## src/design/bcn_pkg.sv

```systemverilog
// shared types and constants for the bc1/bc4 texture block decoder
// no dependencies; imported by every module of the decoder
package bcn_pkg;

	// format_mode register codes; the unused code decodes as opaque bc1
	localparam logic [1:0] FMT_BC1       = 2'd0;
	localparam logic [1:0] FMT_BC1_PUNCH = 2'd1;
	localparam logic [1:0] FMT_BC4       = 2'd2;

	localparam int QUEUE_DEPTH = 2;

	localparam int S_TDATA_W = 72;
	localparam int M_TDATA_W = 40;

	// one classified block waiting for texel emission
	typedef struct packed {
		logic            bc4;
		logic [1:0]      wm1;     // visible columns minus one
		logic [1:0]      hm1;     // visible rows minus one
		logic [7:0][7:0] pr;      // red palette, or the bc4 palette
		logic [3:0][7:0] pg;
		logic [3:0][7:0] pb;
		logic            trans3;  // bc1 entry 3 is transparent black
		logic [47:0]     idx;     // block bits 63:16
	} job_t;

endpackage

```

## src/design/bcn_front.sv

```systemverilog
// front end: takes block beats, clips the tile size and builds the palette
// depends on bcn_pkg; feeds bcn_fifo
module bcn_front import bcn_pkg::*; (
	input  logic                 clk,
	input  logic                 arst_n,
	input  logic [1:0]           format_mode,
	input  logic                 s_axis_tvalid,
	output logic                 s_axis_tready,
	input  logic [S_TDATA_W-1:0] s_axis_tdata,
	output logic                 q_push,
	input  logic                 q_ready,
	output job_t                 q_job
);

	logic        valid_s1;
	logic [63:0] blk_s1;
	logic [1:0]  wm1_s1, hm1_s1;
	logic        zero_s1, bc4_s1, punch_s1;
	logic        done_s1;
	logic [2:0]  in_w, in_h;

	function automatic logic [1:0] clip_m1(input logic [2:0] v);
		return v[2] ? 2'd3 : 2'(v[1:0] - 2'd1);
	endfunction

	function automatic logic [7:0] lerp7(input logic [7:0] a0, input logic [7:0] a1,
			input logic [2:0] i);
		logic [10:0] s;
		logic [24:0] p;
		s = 11'(a0) * 11'(3'd6 - i) + 11'(a1) * 11'(i) + 11'd3;
		p = 25'(s) * 25'd2341;
		return p[21:14];
	endfunction

	function automatic logic [7:0] lerp5(input logic [7:0] a0, input logic [7:0] a1,
			input logic [2:0] i);
		logic [9:0]  s;
		logic [21:0] p;
		s = 10'(a0) * 10'(3'd4 - i) + 10'(a1) * 10'(i) + 10'd2;
		p = 22'(s) * 22'd820;
		return p[19:12];
	endfunction

	// (2*p0 + p1 + 1) / 3
	function automatic logic [7:0] third(input logic [7:0] p0, input logic [7:0] p1);
		logic [9:0]  s;
		logic [18:0] p;
		s = {1'b0, p0, 1'b0} + {2'b00, p1} + 10'd1;
		p = 19'(s) * 19'd683;
		return p[18:11];
	endfunction

	function automatic logic [7:0] mid(input logic [7:0] p0, input logic [7:0] p1);
		logic [8:0] s;
		s = {1'b0, p0} + {1'b0, p1};
		return s[8:1];
	endfunction

	assign in_w = s_axis_tdata[66:64];
	assign in_h = s_axis_tdata[69:67];

	// empty tiles are dropped without touching the queue
	assign done_s1       = valid_s1 && (zero_s1 || q_ready);
	assign s_axis_tready = !valid_s1 || done_s1;
	assign q_push        = valid_s1 && !zero_s1 && q_ready;

	always_ff @(posedge clk or negedge arst_n) begin
		if (!arst_n) begin
			valid_s1 <= 1'b0;
		end else if (s_axis_tvalid && s_axis_tready) begin
			valid_s1 <= 1'b1;
		end else if (done_s1) begin
			valid_s1 <= 1'b0;
		end
	end

	always_ff @(posedge clk) begin
		if (s_axis_tvalid && s_axis_tready) begin
			blk_s1   <= s_axis_tdata[63:0];
			wm1_s1   <= clip_m1(in_w);
			hm1_s1   <= clip_m1(in_h);
			zero_s1  <= (in_w == 3'd0) || (in_h == 3'd0);
			bc4_s1   <= (format_mode == FMT_BC4);
			punch_s1 <= (format_mode == FMT_BC1_PUNCH);
		end
	end

	always_comb begin
		logic [7:0]  a0, a1;
		logic [15:0] c0, c1;
		logic [7:0]  r0, g0, b0, r1, g1, b1;
		a0 = blk_s1[7:0];
		a1 = blk_s1[15:8];
		c0 = blk_s1[15:0];
		c1 = blk_s1[31:16];
		r0 = {c0[15:11], c0[15:13]};
		g0 = {c0[10:5], c0[10:9]};
		b0 = {c0[4:0], c0[4:2]};
		r1 = {c1[15:11], c1[15:13]};
		g1 = {c1[10:5], c1[10:9]};
		b1 = {c1[4:0], c1[4:2]};
		q_job     = '0;
		q_job.bc4 = bc4_s1;
		q_job.wm1 = wm1_s1;
		q_job.hm1 = hm1_s1;
		q_job.idx = blk_s1[63:16];
		if (bc4_s1) begin
			q_job.pr[0] = a0;
			q_job.pr[1] = a1;
			if (a0 > a1) begin
				for (int i = 1; i < 6; i++) begin
					q_job.pr[i+1] = lerp7(a0, a1, 3'(i));
				end
			end else begin
				for (int i = 1; i < 4; i++) begin
					q_job.pr[i+1] = lerp5(a0, a1, 3'(i));
				end
				q_job.pr[6] = 8'd0;
				q_job.pr[7] = 8'd255;
			end
		end else begin
			q_job.pr[0] = r0;
			q_job.pg[0] = g0;
			q_job.pb[0] = b0;
			q_job.pr[1] = r1;
			q_job.pg[1] = g1;
			q_job.pb[1] = b1;
			if (c0 > c1 || !punch_s1) begin
				q_job.pr[2] = third(r0, r1);
				q_job.pg[2] = third(g0, g1);
				q_job.pb[2] = third(b0, b1);
				q_job.pr[3] = third(r1, r0);
				q_job.pg[3] = third(g1, g0);
				q_job.pb[3] = third(b1, b0);
			end else begin
				q_job.pr[2] = mid(r0, r1);
				q_job.pg[2] = mid(g0, g1);
				q_job.pb[2] = mid(b0, b1);
				q_job.trans3 = 1'b1;
			end
		end
	end

endmodule

```

## src/design/bcn_fifo.sv

```systemverilog
// short job queue between the front end and the texel emitter
// depends on bcn_pkg for the job record
module bcn_fifo import bcn_pkg::*; #(
	parameter int DEPTH = QUEUE_DEPTH
) (
	input  logic clk,
	input  logic arst_n,
	input  logic push,
	input  job_t push_job,
	output logic ready,
	output logic valid,
	input  logic pop,
	output job_t pop_job
);

	localparam int AW = (DEPTH > 1) ? $clog2(DEPTH) : 1;
	localparam int CW = $clog2(DEPTH + 1);

	job_t          mem_q [DEPTH];
	logic [AW-1:0] wr_ptr_q, rd_ptr_q;
	logic [CW-1:0] count_q;

	function automatic logic [AW-1:0] wrap_inc(input logic [AW-1:0] p);
		return (p == AW'(DEPTH - 1)) ? '0 : AW'(p + 1'b1);
	endfunction

	assign ready   = (count_q != CW'(DEPTH));
	assign valid   = (count_q != '0);
	assign pop_job = mem_q[rd_ptr_q];

	always_ff @(posedge clk or negedge arst_n) begin
		if (!arst_n) begin
			wr_ptr_q <= '0;
			rd_ptr_q <= '0;
			count_q  <= '0;
		end else begin
			if (push) begin
				wr_ptr_q <= wrap_inc(wr_ptr_q);
			end
			if (pop) begin
				rd_ptr_q <= wrap_inc(rd_ptr_q);
			end
			if (push && !pop) begin
				count_q <= count_q + 1'b1;
			end else if (pop && !push) begin
				count_q <= count_q - 1'b1;
			end
		end
	end

	always_ff @(posedge clk) begin
		if (push) begin
			mem_q[wr_ptr_q] <= push_job;
		end
	end

	a_no_overflow: assert property (@(posedge clk) disable iff (!arst_n)
		push |-> (count_q != CW'(DEPTH) || pop))
		else $error("job queue written while full");
	a_no_underflow: assert property (@(posedge clk) disable iff (!arst_n)
		pop |-> count_q != '0)
		else $error("job queue read while empty");
	a_count_range: assert property (@(posedge clk) disable iff (!arst_n)
		count_q <= CW'(DEPTH))
		else $error("job queue count out of range");

endmodule

```

## src/design/bcn_back.sv

```systemverilog
// back end: walks the visible texels of one job and registers each result beat
// depends on bcn_pkg; pulls jobs from bcn_fifo
module bcn_back import bcn_pkg::*; (
	input  logic                 clk,
	input  logic                 arst_n,
	input  logic                 q_valid,
	input  job_t                 q_job,
	output logic                 q_pop,
	output logic                 m_axis_tvalid,
	input  logic                 m_axis_tready,
	output logic [M_TDATA_W-1:0] m_axis_tdata,
	output logic                 m_axis_tlast
);

	job_t       job_q;
	logic       busy_q;
	logic [1:0] x_q, y_q;
	logic       adv, is_last;
	logic [3:0] t;
	logic [2:0] idx3;
	logic [1:0] idx2;
	logic [7:0] red, green, blue, alpha;

	assign adv     = busy_q && (!m_axis_tvalid || m_axis_tready);
	assign is_last = (x_q == job_q.wm1) && (y_q == job_q.hm1);
	assign q_pop   = q_valid && (!busy_q || (adv && is_last));

	assign t    = {y_q, x_q};
	assign idx3 = job_q.idx[6'(t) * 6'd3 +: 3];
	assign idx2 = job_q.idx[6'd16 + {1'b0, t, 1'b0} +: 2];

	always_comb begin
		if (job_q.bc4) begin
			red   = job_q.pr[idx3];
			green = 8'd0;
			blue  = 8'd0;
			alpha = 8'd255;
		end else begin
			red   = job_q.pr[{1'b0, idx2}];
			green = job_q.pg[idx2];
			blue  = job_q.pb[idx2];
			alpha = (job_q.trans3 && idx2 == 2'd3) ? 8'd0 : 8'd255;
		end
	end

	always_ff @(posedge clk or negedge arst_n) begin
		if (!arst_n) begin
			busy_q        <= 1'b0;
			x_q           <= '0;
			y_q           <= '0;
			m_axis_tvalid <= 1'b0;
		end else begin
			if (q_pop) begin
				busy_q <= 1'b1;
				x_q    <= '0;
				y_q    <= '0;
			end else if (adv && is_last) begin
				busy_q <= 1'b0;
			end else if (adv) begin
				if (x_q == job_q.wm1) begin
					x_q <= '0;
					y_q <= y_q + 1'b1;
				end else begin
					x_q <= x_q + 1'b1;
				end
			end
			if (adv) begin
				m_axis_tvalid <= 1'b1;
			end else if (m_axis_tready) begin
				m_axis_tvalid <= 1'b0;
			end
		end
	end

	always_ff @(posedge clk) begin
		if (q_pop) begin
			job_q <= q_job;
		end
		if (adv) begin
			m_axis_tdata <= {4'd0, alpha, blue, green, red, y_q, x_q};
			m_axis_tlast <= is_last;
		end
	end

	a_walk_in_tile: assert property (@(posedge clk) disable iff (!arst_n)
		busy_q |-> (x_q <= job_q.wm1 && y_q <= job_q.hm1))
		else $error("texel walk left the visible tile");
	a_job_runs_to_last: assert property (@(posedge clk) disable iff (!arst_n)
		adv && !is_last |=> busy_q)
		else $error("job dropped before its last texel");
	a_new_job_starts_at_origin: assert property (@(posedge clk) disable iff (!arst_n)
		q_pop |=> (x_q == 2'd0 && y_q == 2'd0))
		else $error("new job does not start at texel 0,0");

endmodule

```

## src/design/bcn_texture_block_decoder.sv

```systemverilog
// path: front-end stage, job queue, emitter job register, registered texel output
// throughput: one texel beat per cycle while the sink is ready and a job is queued; a
// block emits clipped width*height beats; a zero-size tile emits nothing
// reset: clears all valid flags and queue pointers, format_mode returns to bc1 opaque
// top level: config register, front end, job queue and texel emitter
// depends on bcn_pkg, bcn_front, bcn_fifo, bcn_back
module bcn_texture_block_decoder import bcn_pkg::*; #(
	parameter int QDEPTH = QUEUE_DEPTH
) (
	input  logic                 clk,
	input  logic                 arst_n,
	input  logic                 cfg_valid,
	output logic                 cfg_ready,
	input  logic [1:0]           cfg_data,      // format_mode
	input  logic                 s_axis_tvalid,
	output logic                 s_axis_tready,
	// block_data [63:0], valid_w [66:64], valid_h [69:67], zero pad
	input  logic [S_TDATA_W-1:0] s_axis_tdata,
	output logic                 m_axis_tvalid,
	input  logic                 m_axis_tready,
	// texel_x [1:0], texel_y [3:2], red [11:4], green [19:12], blue [27:20],
	// alpha [35:28], zero pad
	output logic [M_TDATA_W-1:0] m_axis_tdata,
	output logic                 m_axis_tlast
);

	logic [1:0] format_mode_q;
	logic       q_push, q_ready, q_valid, q_pop;
	job_t       push_job, pop_job;

	assign cfg_ready = 1'b1;

	always_ff @(posedge clk or negedge arst_n) begin
		if (!arst_n) begin
			format_mode_q <= FMT_BC1;
		end else if (cfg_valid && cfg_ready) begin
			format_mode_q <= cfg_data;
		end
	end

	bcn_front u_front (
		.clk           (clk),
		.arst_n        (arst_n),
		.format_mode   (format_mode_q),
		.s_axis_tvalid (s_axis_tvalid),
		.s_axis_tready (s_axis_tready),
		.s_axis_tdata  (s_axis_tdata),
		.q_push        (q_push),
		.q_ready       (q_ready),
		.q_job         (push_job)
	);

	bcn_fifo #(
		.DEPTH (QDEPTH)
	) u_fifo (
		.clk      (clk),
		.arst_n   (arst_n),
		.push     (q_push),
		.push_job (push_job),
		.ready    (q_ready),
		.valid    (q_valid),
		.pop      (q_pop),
		.pop_job  (pop_job)
	);

	bcn_back u_back (
		.clk           (clk),
		.arst_n        (arst_n),
		.q_valid       (q_valid),
		.q_job         (pop_job),
		.q_pop         (q_pop),
		.m_axis_tvalid (m_axis_tvalid),
		.m_axis_tready (m_axis_tready),
		.m_axis_tdata  (m_axis_tdata),
		.m_axis_tlast  (m_axis_tlast)
	);

endmodule

```

## config.mk

```make
export PLATFORM = sky130hd
export DESIGN_NAME = bcn_texture_block_decoder
export DESIGN_NICKNAME = d
export VERILOG_FILES = /design/src/design/bcn_pkg.sv /design/src/design/bcn_front.sv /design/src/design/bcn_fifo.sv /design/src/design/bcn_back.sv /design/src/design/bcn_texture_block_decoder.sv
export SDC_FILE = /design/constraint.sdc
export NUM_CORES = 2
export LEC_CHECK = 0
export ABC_AREA = 1
export BUFFER_PORTS_ARGS = -buffer_cell sky130_fd_sc_hd__clkbuf_2
export CORE_MARGIN = 2
export CORE_UTILIZATION = 45
export DETAILED_ROUTE_END_ITERATION = 10
export GPL_TIMING_DRIVEN = 0
export PLACE_DENSITY = 0.6
export SETUP_SLACK_MARGIN = 0.5
export SYNTH_ARGS = -nofsm -noshare
export SYNTH_HDL_FRONTEND = slang
export SYNTH_SLANG_ARGS = --single-unit
```

## constraint.sdc

```tcl
create_clock -name clk -period 8.61 [get_ports clk]
set_input_delay 0.4305 -clock clk [delete_from_list [all_inputs] [get_ports clk]]
set_output_delay 0.4305 -clock clk [all_outputs]
set_load 0.01 [all_outputs]
```

* Word-level counts from Yosys, hierarchy flattened
Memory sizes are Yosys's and may differ from the RTL's. A register that Yosys moved wholly into a read port is not among the register bits.
Index checks and enable logic that the tools add are counted.
** Operators by class
- Add/sub/neg operators :: 40
- Multipliers :: 21
- Order comparisons :: 5
- Equality and inequality tests :: 7
- Shifts and indexed selects :: 2
- Mux-type cells :: 44
- Reduce and logical (&&, ||, !) cells :: 35
** Operators with widths (number)
- 8-bit 2-to-1 mux :: 15
- 10-bit by 10-bit multiplier with 19-bit output, second input constant :: 6
- 11-bit by 12-bit multiplier with 22-bit output, second input constant :: 5
- 65-bit 2-to-1 mux :: 1
- 32-bit 2-to-1 mux :: 2
- 10-bit by 1-bit adder with 10-bit output, second input constant :: 6
- 9-bit by 8-bit adder with 10-bit output :: 6
- 11-bit by 2-bit adder with 11-bit output, second input constant :: 5
- 10-bit by 8-bit multiplier with 18-bit output, second input constant :: 3
- 8-bit binary-select mux with 2-bit select :: 3
- 48-bit by 7-bit variable part select with 2-bit output :: 1
- 48-bit by 7-bit variable part select with 3-bit output :: 1
- 8-bit by 2-bit multiplier with 10-bit output, second input constant :: 4
- 10-bit by 2-bit adder with 10-bit output, second input constant :: 3
- 8-bit by 8-bit adder with 9-bit output :: 3
- 8-bit binary-select mux with 3-bit select :: 1
- 24-bit 2-to-1 mux :: 1
- 8-bit by 3-bit multiplier with 11-bit output, second input constant :: 2
- 2-bit 2-to-1 mux :: 10
- 16-bit > comparator :: 1
- 2-bit nonzero test :: 7
- 10-bit by 10-bit adder with 11-bit output :: 1
- 10-bit by 9-bit adder with 11-bit output :: 1
- 11-bit by 8-bit adder with 11-bit output :: 1
- other kinds (26) :: 65
** Word-level totals
- Register bits :: 121
- RAM bits :: 364
- Bits of input ports :: 79
- Memories kept :: 1
** Memories
- u_fifo.mem_q :: words 2, bits a word 182, read ports 1, clocked after memory_dff 1, write ports 1, line bcn_fifo.sv:19 : job_t mem_q [DEPTH];

* Longest topological paths before layout
- Word-level depth :: 9
- Depth in mapped cells :: 38

* Modules after synthesis
From an unflattened synthesis, not the netlist that was laid out.
** Unflattened totals
- Cell total of the unflattened synthesis :: 5706
- Area, all modules :: 57670.3 um^2
** Modules (own cells, without submodules)
- bcn_front :: times used 1, cells an instance 4276, area an instance 34560.6 um^2, seq. area each 2157.1 um^2
- bcn_fifo :: times used 1, cells an instance 591, area an instance 13405.4 um^2, seq. area each 11030.6 um^2
- bcn_back :: times used 1, cells an instance 828, area an instance 9616.7 um^2, seq. area each 6516.2 um^2
- bcn_texture_block_decoder :: times used 1, cells an instance 11, area an instance 87.6 um^2, seq. area each 50.0 um^2

* Least setup slack after synthesis
OpenSTA, ideal clock, no wires.
- Path kind :: flip-flop to flip-flop
- From :: register u_fifo.count_q[1]
- To :: memory u_fifo.mem_q[1][0] (netlist name), enable pin
- Arrival :: 7.742 ns
- Required time :: 7.917 ns
- Slack :: 0.175 ns
- Stages on the path, launching flop included :: 6
- Period minus slack after synthesis :: 8.435 ns
- Cell sequence :: dfrtp_1 > inv_1 > nor2_1 > nor3_1 > inv_1 > nor2_1
** On the way
- Cells in the longest elaborated chain, start to end :: 4
** RTL lines
- from (decl) :: line bcn_fifo.sv:21 : logic [CW-1:0] count_q;
- from (signal assigned) :: line bcn_fifo.sv:44 : count_q <= count_q + 1'b1;
- from (signal assigned) :: line bcn_fifo.sv:46 : count_q <= count_q - 1'b1;
- 2-bit != test :: line bcn_fifo.sv:27 : assign ready = (count_q != CW'(DEPTH));
- 1-bit logical AND :: line bcn_front.sv:65 : assign q_push = valid_s1 && !zero_s1 && q_ready;
- net q_push :: line bcn_texture_block_decoder.sv:28 : logic q_push, q_ready, q_valid, q_pop;
- 1-bit 2-to-1 mux :: line bcn_fifo.sv:52 : if (push) begin
- 1-bit 2-to-1 mux (implied by the code) :: line bcn_fifo.sv:53 : mem_q[wr_ptr_q] <= push_job;
- to (decl) :: line bcn_fifo.sv:19
The timed path passes the listed nets, and every way through them passes these cells.

==> flow_summary.json <==
{
  "status": "finished, final reports clean",
  "nFillCells": 11300,
  "hold_viol_final": 0,
  "synth.cell_area_um2": 55400,
  "pre_cts_ws_ns": -0.266,
  "place_hpwl_um": 119000,
  "drive_gt1_share_pct": 5.80,
  "reg2reg_slack_ns": 0.92,
  "drv_cap": 0,
  "crit_buf_inv": 6,
  "ys_warn_count": 0,
  "critPathLaunchType": "flop",
  "clk_latency_ns": 0.66,
  "fin_worst_skew_ns": 0.0634,
  "tightestPinTransition_ns": 1.14,
  "setup_ws_ns": 0.918,
  "start_util_pct": 45.4,
  "min_to": "u_front.blk_s1[12]",
  "timing.rr.start": "u_front.blk_s1[8]",
  "critical_path_class": "flop to flop",
  "die_h_um": 355,
  "grt_pass1_wl_um": 236000,
  "die_area_um2": 126000,
  "io_pins": 123,
  "ys_async_sr_fraction_pct": 2.13,
  "htree_levels": 3,
  "slew_headroom_pct": 24.3,
  "design_area_um2": 61700,
  "die_x_um": 355,
  "final_util_pct": 50.6,
  "cts_tree": "built",
  "grt_use_total_pct": 24.1,
  "ant_nets": 0,
  "fin_crit_ns": 7.69,
  "min_period_over_period_pct": 89.3,
  "fmax_mhz": 130,
  "firstDrtPassIters": 6,
  "holdCritStartpoint": "s_axis_tdata[12]",
  "grt-ovfl-total": 0,
  "synth_cell_types": 69,
  "cts.sinks": 609,
  "crit_family": "adder cells",
  "vias": 42400,
  "rsz0062_at_grt": "no",
  "design.core.area_um2": 122000,
  "reg2reg_depth": 33,
  "antenna_found_initial": 4,
  "clkSlewWorstSetupHoldPaths_ns": 0.07,
  "cp_slowest_cell": "inv_1",
  "synth.avg_cell_area_um2": 9.12,
  "cp.arrival_ns": 8.06,
  "cp.required_ns": 8.98,
  "area_growth_pct": 11.4,
  "place.gp.congestion": 0.916,
  "port_buffers": 115,
  "drtIter0Drc": 3296,
  "synth_ff_type": "edfxtp_1",
  "worst_setup_path_end_kind": "flop",
  "synthCells": 6068,
  "grt_max_degree": 93,
  "cp_common_cell": "nand2_1",
  "fin_setup_tns_ns": 0,
  "cts_buffers": 66,
  "worst-path-max-fanout": 11,
  "wl_um": 152000,
  "holdPathStages": 1,
  "drc": 0,
  "synth_edf_count": 596,
  "ys_seq_elements": 609,
  "slew_viol_final": 0,
  "final_nets": 7729,
  "clockRootBuffer": "clkbuf_16",
  "hp-class": "input port to flop",
  "finalSetupViolCount": 0,
  "max_stage_delay_ns": 0.66,
  "postPlaceCellArea_um2": 58500,
  "r2r_end": "u_fifo.mem_q[0][147]",
  "yosysSeqAreaShare_pct": 32.9,
  "clock_path_buffers": 3,
  "row_count": 128,
  "grt_pass1_vias": 41800,
  "vias_per_cell": 5.26,
  "routedWlPerCell_um": 18.8
}
-- metrics by stage --
stage	hold slack (ns)	std cells
6_report	0.0238	8057
5_1_grt	0.0141	8055
4_1_cts	0.00171	8038
3_5_place_dp	0.365	7833
3_3_place_gp	0.361	7811
2_1_floorplan	0.135	6071
-- layout by cell type, fill, tap and decap left out, drive strengths merged, types with 3 or more instances in the layout --
| cell type | synthesis | layout |
|---|---|---|
| nor4 | 14 | 14 |
| dfrtp | 13 | 13 |
| a31oi | 17 | 17 |
| o21a | 11 | 11 |
| inv | 898 | 897 |
| clkbuf | 48 | 251 |
| or2 | 13 | 13 |
| nand4 | 39 | 39 |
| o211ai | 32 | 32 |
| fa | 296 | 296 |
| o2111ai | 3 | 3 |
| clkinv | 3 | 28 |
| nor3 | 52 | 52 |
| a21boi | 10 | 10 |
| a22oi | 3 | 3 |
| clkinvlp | 0 | 5 |
| ha | 976 | 976 |
| nand3b | 23 | 23 |
| conb | 2 | 5 |
| bufinv | 0 | 3 |
| o21ai | 229 | 229 |
| xor2 | 103 | 103 |
| o21bai | 29 | 29 |
| a21o | 27 | 27 |
| edfxtp | 596 | 596 |
| nor2 | 278 | 278 |
| a21oi | 377 | 377 |
| o31ai | 11 | 11 |
| nand3 | 312 | 312 |
| xnor2 | 68 | 68 |
| o22ai | 4 | 4 |
| buf | 62 | 122 |
| nand2 | 1500 | 1500 |
| dlygate4sd3 | 0 | 64 |
-- kinds of logic (layout without fill, tap and decap cells) --
logic type      count (synthesis)  after routing  synth area share, %
simple gates                 2241           2241                 16.7
fa+ha+maj                    1272           1272                 32.8
buf+inv                      1011           1370                 7.26
compound gates                762            762                 7.66
flops                         609            609                 32.9
xor+xnor                      171            171                 2.72
other cells                     2              7               0.0136
-- area by class of cell --
type | count | area, µm² | area share, %
well taps | 1625 | 2030 | 3.30
inverters | 901 | 3420 | 5.54
clock buffers | 88 | 1730 | 2.81
multi-input cells | 4451 | 33100 | 53.8
repair buffers | 239 | 2060 | 3.34
flip-flops and latches | 609 | 18200 | 29.6
clock inverters | 32 | 413 | 0.670
diodes | 2 | 5.00 | 0.00812
plain buffers | 110 | 631 | 1.02
-- flip-flops by register name (all words and copies together) (netlist names) --
register / flops
u_fifo.rd_ptr_q: 1
u_front.blk_s1: 64
u_front.hm1_s1: 2
u_back.m_axis_tdata: 29
format_mode_q: 2
u_back.x_q: 2
u_front.valid_s1: 1
u_back.m_axis_tlast: 1
u_front.wm1_s1: 2
u_front.zero_s1: 1
u_fifo.wr_ptr_q: 1
u_front.bc4_s1: 1
u_fifo.mem_q: 330
u_back.y_q: 2
u_fifo.count_q: 2
u_front.punch_s1: 1
u_back.busy_q: 1
u_back.m_axis_tvalid: 1
u_back.job_q: 165
-- cells in the mapped netlist (3+ instances only) --
cell | instances | share of area, %
edfxtp_1 | 596 | 32
nand3_1 | 310 | 2.8
a22oi_1 | 3 | 0.041
a21boi_0 | 9 | 0.12
o21bai_1 | 29 | 0.39
a21o_1 | 27 | 0.37
or2_2 | 11 | 0.12
o21ai_1 | 18 | 0.16
a21oi_1 | 376 | 3.4
o21ai_2 | 3 | 0.047
nand2_2 | 5 | 0.057
nor4_1 | 14 | 0.16
buf_2 | 18 | 0.16
o31ai_1 | 11 | 0.15
nand2_1 | 1493 | 10
xor2_1 | 103 | 1.6
o21a_1 | 11 | 0.15
ha_1 | 976 | 22
o22ai_1 | 4 | 0.045
buf_6 | 12 | 0.24
o211ai_1 | 29 | 0.39
dfrtp_1 | 13 | 0.59
fa_1 | 296 | 11
nor3_1 | 49 | 0.44
nor2_1 | 276 | 1.9
xnor2_1 | 67 | 1.1
inv_1 | 893 | 6.1
a31oi_1 | 17 | 0.19
o2111ai_1 | 3 | 0.047
inv_2 | 3 | 0.020
o211ai_2 | 3 | 0.068
clkbuf_1 | 48 | 0.33
o21ai_0 | 207 | 1.9
nand4_1 | 39 | 0.44
buf_1 | 6 | 0.041
buf_4 | 25 | 0.34
nand3b_1 | 23 | 0.31
clkinv_1 | 3 | 0.020
-- layer usage --
layer | vias up | track usage (%) | wire, µm
li1 | 20900 | - | -
met1 | 20300 | 32.4 | 67400
met2 | 1038 | 41.0 | 72000
met3 | 185 | 2.31 | 7340
met4 | 0 | 7.72 | 4820
met5 | - | 0 | 0
-- how the worst max path moves through the flow --
| stage | depth (start not counted) | start | end |
|---|---|---|---|
| finish | 33 | u_front.blk_s1[8] | u_fifo.mem_q[0][147] |
| global route | 34 | u_front.blk_s1[1] | u_fifo.mem_q[0][147] |
| CTS | 32 | u_front.blk_s1[12] | u_fifo.mem_q[1][147] |
| detailed placement | 33 | u_front.blk_s1[1] | u_fifo.mem_q[1][147] |
| global placement | 34 | u_front.blk_s1[9] | u_fifo.mem_q[0][147] |
| floorplan | 34 | u_front.blk_s1[9] | u_fifo.mem_q[0][147] |
-- repair_timing --
item / CTS / global route
setup buffers: 22 / 15
pin swaps: 0 / 0
gates cloned: 0 / 0
setup endpoints to repair: 52 / 16
resized for setup: 3 / 3
hold endpoints to repair: 74 / 1
hold buffers: 63 / 1
Power is left out: the tool's default activity adds up to more than one toggle a clock period on the data nets, which glitch-free logic cannot reach.
